## config.mk

```make
export PLATFORM = sky130hd
export DESIGN_NAME = kvz_match
export DESIGN_NICKNAME = d
export VERILOG_FILES = /design/src/design/kvz_pkg.sv /design/src/design/kvz_match.sv
export SDC_FILE = /design/constraint.sdc
export NUM_CORES = 1
export LEC_CHECK = 0
export BUFFER_PORTS_ARGS = -buffer_cell sky130_fd_sc_hd__buf_2
export CAP_MARGIN = 25
export CORE_UTILIZATION = 31
export DETAILED_ROUTE_END_ITERATION = 8
export GPL_TIMING_DRIVEN = 1
export PLACE_DENSITY = 0.59
export SLEW_MARGIN = 20
export SYNTH_ARGS = -nofsm -noshare
export SYNTH_HDL_FRONTEND = slang
export SYNTH_SLANG_ARGS = --single-unit
export TNS_END_PERCENT = 5
```

## constraint.sdc

```tcl
create_clock -name vclk -period 3.87
set_clock_uncertainty 0.2 [all_clocks]
set_input_delay 0.5805 -clock vclk [all_inputs]
set_output_delay 0.5805 -clock vclk [all_outputs]
set_load 0.005 [all_outputs]
```

## src/design/kvz_pkg.sv

```systemverilog
`timescale 1ns / 1ps

package kvz_pkg;

    localparam logic [1:0] REQ_PRESET = 2'd0;
    localparam logic [1:0] REQ_ZONE   = 2'd1;
    localparam logic [1:0] REQ_LOOKUP = 2'd2;

    localparam logic CFG_ZONE_TOTAL  = 1'b0;
    localparam logic CFG_MAX_MATCHES = 1'b1;

    localparam int unsigned DRUM_BANK = 128;
    localparam int unsigned PROG_MAX  = 127;

    typedef struct packed {
        logic [10:0] zone_span;
        logic [9:0]  first_zone;
    } t_preset;

    typedef struct packed {
        logic [6:0] vel_high;
        logic [6:0] vel_low;
        logic [6:0] key_high;
        logic [6:0] key_low;
    } t_zone;

endpackage

```

## src/design/kvz_match.sv

```systemverilog
`timescale 1ns / 1ps

module kvz_match (
    input  kvz_pkg::t_zone i_zone,
    input  logic [6:0]     i_key,
    input  logic [6:0]     i_vel,
    output logic           o_hit
);

    always_comb begin
        o_hit = (i_key >= i_zone.key_low) && (i_key <= i_zone.key_high) &&
                (i_vel >= i_zone.vel_low) && (i_vel <= i_zone.vel_high);
    end

endmodule

```

Word-level counts from Yosys, hierarchy flattened
Index checks and enable logic that the tools add are counted.
- flip-flop bits (word level): 0
- input bits: 42
- output and inout bits: 1
- logic and storage cells: 7
- order comparisons: 4
- reduce and logical (&&, ||, !) cells: 3
- operators with widths (cell ; count):
    $ge A7 B7 Y1 ; 2
    $le A7 B7 Y1 ; 2
    $logic_and A1 B1 Y1 ; 3

Longest topological paths before layout
- word-level depth: 4
- gate-level depth with buffers: 6
- gate-level depth less buffers: 6

Worst setup path before layout
Ideal clock, no wire load.
- kind: in2out
- start: input i_zone[11] (netlist name)
- end: output o_hit
- arrival: 1.520 ns
- data required time: 3.089 ns
- setup slack: 1.569 ns
- stages on the path: 6
- buffers on the path: 0
- path through: inv_1 -> ha_1 -> a211oi_2 -> o21bai_1 -> o22ai_1 -> and4_1
- word-level cells in the longest chain between the ends: 4
- ends and longest elaborated chain (element ; RTL line ; source):
    start, declared ; kvz_match.sv:4 ; input kvz_pkg::t_zone i_zone,
    $le A7 B7 Y1 ; kvz_match.sv:11 ; o_hit = (i_key >= i_zone.key_low) && (i_key <= i_zone.key_high) &&
    $logic_and A1 B1 Y1 (2 in a row) ; kvz_match.sv:11 ;
    $logic_and A1 B1 Y1 ; kvz_match.sv:12 ; (i_vel >= i_zone.vel_low) && (i_vel <= i_zone.vel_high);
    end, declared ; kvz_match.sv:7 ; output logic o_hit
No other way between the ends.

Worst setup path in the final report
Ends and elaborated chain as after synthesis.

==> metrics <==
outcome finished, final reports clean; maximum capacitance violations 0; Row Count 16; antenna violations before repair 0; length of the first detailed-routing pass in iterations 2; total wirelength of the detailed-routed design 1360 um; total nets after synthesis about 160; number of post-CTS setup repair buffers 0; leakage power 0.591 nW; highest ir drop seen on vdd ~0.037 mV; combinational family with the most area after synthesis adder cells; num ports between 40 and 50; Syn Std Cell Area 672 um2; fraction of final layout cells sized beyond drive strength 1 33.3%; category of the worst setup path capture point output port; fin nets 204; achievable clock frequency 392 MHz; Min-Delay Path Depth 6; RePlAce Congestion 0.731; kind of cell with the highest combined delay on the critical path compound AO/OA/AOI/OAI gates; total negative slack 0 ns; first-pass GRT wire length around 2400 um; tightest slew margin relative to the limit 87.7%; critical path, cell by cell buf_2 > inv_1 > ha_1 > a211oi_2 > o21bai_1 > o22ai_1 > and4_1 > buf_2; DRT antenna net count 0; detailed-route wire length per cell between 8 and 9 um; met3 layer wire length in the routed design 109 um; worst hold slack 1.56 ns; most common library cell in the layout ignoring fill and taps sky130_fd_sc_hd__buf_2; Area growth, synth to finish 37.1%; number of clock buffers in the layout 0; sum of overflow across all layers after global routing 0; CP required 3.09 ns; total length of routed met2 wires 598 um; leading cell types in the layout, fill and taps excluded 43 x sky130_fd_sc_hd__buf_2, 28 x sky130_fd_sc_hd__ha_1, 26 x sky130_fd_sc_hd__inv_1, 6 x sky130_fd_sc_hd__o21ai_0, 6 x sky130_fd_sc_hd__a21oi_1; largest net degree at the start of global routing 4; ant diodes 0; slowest CP cell sky130_fd_sc_hd__ha_1; Sequential Area 0 um2; Worst Setup Slack, final between 1 and 1.5 ns; Buf+Inv Stages, Crit Path 3; pre-CTS worst setup slack approximately 1.3 ns; core utilization of the finished layout 46.0%; sum of routed wire segments on met1 652 um; Crit. Startpoint i_zone[11]; number of placed instances with taps included 159; multiplexer area fraction after synthesis 0%; Total Die Area 2360 um2; Final Instance Count excl. Fillers roughly 160; Crit path largest cell delay approximately 0.32 ns; ratio of routed vias to standard cells ~4.6; final period utilization 65.9%; average cell area after synthesis 7.55 um2; warning count from the yosys run 0; instance count of the mapped netlist 89; horizontal die dimension 48.6 um; post-synthesis simple-gate area fraction between 10% and 20%; Worst setup SP type input pin; via count ~730; number of failing hold endpoints at the final stage 0; Worst-Margin Slew 0.183 ns; fill cell instance count of the final layout 210; FF+latch count 0; unrepaired setup endpoints after global routing false; register area share after synthesis 0%; Hold Crit Start i_key[6]; count of cells resized by post-cts repair 0; starting density of the core 33.6%; kind of critical path in -> out; end point of the most critical hold path o_hit; total track usage about an eighth; Worst Hold Class in -> out; post-layout minimum cycle time approximately 2.5 ns; highest metal layer with signal wires met3; total setup violations reported at the end of the flow 0; compound-cell area share of the yosys netlist between 20% and 30%; max-slew violation count 0; buffers added on ports 43; DRC marker count from the first detailed-route iteration 1; post-detail-place hpwl 1350 um; PD cells just under 90 nW/um2; placeable core region 2000 um2; number of buffers inserted by hold repair at cts 0; post-synthesis share of cell area spent on full adders, half adders and majority gates 52.1%; vias in the first global route 663; xor and xnor fraction of the mapped netlist area 0%; Critical Path AT 1.77 ns; y dimension of the die 48.6 um; remaining design rule violation count 0; maximum fanout encountered on the critical timing path 2; number of distinct library cells after synthesis 17; Worst path most repeated cell sky130_fd_sc_hd__buf_2
==> worst max path at each step <==
stage,to,slack (ns),cells past startpoint
5_1_grt,o_hit,1.21,8
6_report,o_hit,1.32,8
2_1_floorplan,o_hit,1.57,6
4_1_cts,o_hit,1.33,8
3_3_place_gp,o_hit,1.33,8
3_5_place_dp,o_hit,1.34,8
==> tightest hold or removal path, cell delays in order <==
cell and delay, ns:
sky130_fd_sc_hd__buf_2 0.09, sky130_fd_sc_hd__ha_1 0.13, sky130_fd_sc_hd__a21oi_1 0.04, sky130_fd_sc_hd__o21ai_0 0.06, sky130_fd_sc_hd__and4_1 0.17, sky130_fd_sc_hd__buf_2 0.11
==> area by class of cell <==
type	count	area, um2	share of cell area, %
multi-input combinational	63	574	62.4
tap	27	33.8	3.67
timing repair buffer	43	215	23.4
inverter	26	97.6	10.6
==> where the power goes <==
part	internal [W]	switching, W
clock network	0	0
logic	0.0000439	0.0000377
registers	0	0
==> layer usage <==
| metal | track usage [%] | up-vias |
|---|---|---|
| met3 | 0.629 | 0 |
| met5 | 0 | - |
| met1 | 15.7 | 293 |
| met2 | 21.6 | 33 |
| met4 | 0 | 0 |
| li1 | - | 400 |
==> Yosys cell counts <==
library cell	instances	area share, %
sky130_fd_sc_hd__ha_1	28	52
sky130_fd_sc_hd__inv_1	26	15
sky130_fd_sc_hd__a21oi_1	6	4.5
sky130_fd_sc_hd__o21ai_0	6	4.5
sky130_fd_sc_hd__a21o_1	2	2.2
sky130_fd_sc_hd__nand3_1	2	1.5
sky130_fd_sc_hd__nand3b_1	2	2.2
sky130_fd_sc_hd__nand4_1	2	1.9
sky130_fd_sc_hd__nor2_1	2	1.1
sky130_fd_sc_hd__nor3b_1	2	2.2
sky130_fd_sc_hd__o2111ai_1	2	2.6
sky130_fd_sc_hd__o21a_1	2	2.2
sky130_fd_sc_hd__o21bai_1	2	2.2
sky130_fd_sc_hd__o22ai_1	2	1.9
sky130_fd_sc_hd__a211oi_1	1	1.1
sky130_fd_sc_hd__a211oi_2	1	1.9
sky130_fd_sc_hd__and4_1	1	1.3
==> per-stage QoR <==
step / instance area [um2] / power [W]
3_3_place_gp: 921 / 0.0000804
3_5_place_dp: 921 / 0.0000831
2_1_floorplan: 672 / 0.0000479
4_1_cts: 921 / 0.0000835
5_1_grt: 921 / 0.0000950
6_report: 921 / 0.0000816
==> logic make-up after synthesis <==
kind of cell             after synthesis
AND/OR/NAND/NOR                       11
adder cells (fa/ha/maj)               28
AO/OA/AOI/OAI                         24
buffers and inverters                 26
Note: power is estimated with default switching activity, not from simulation.
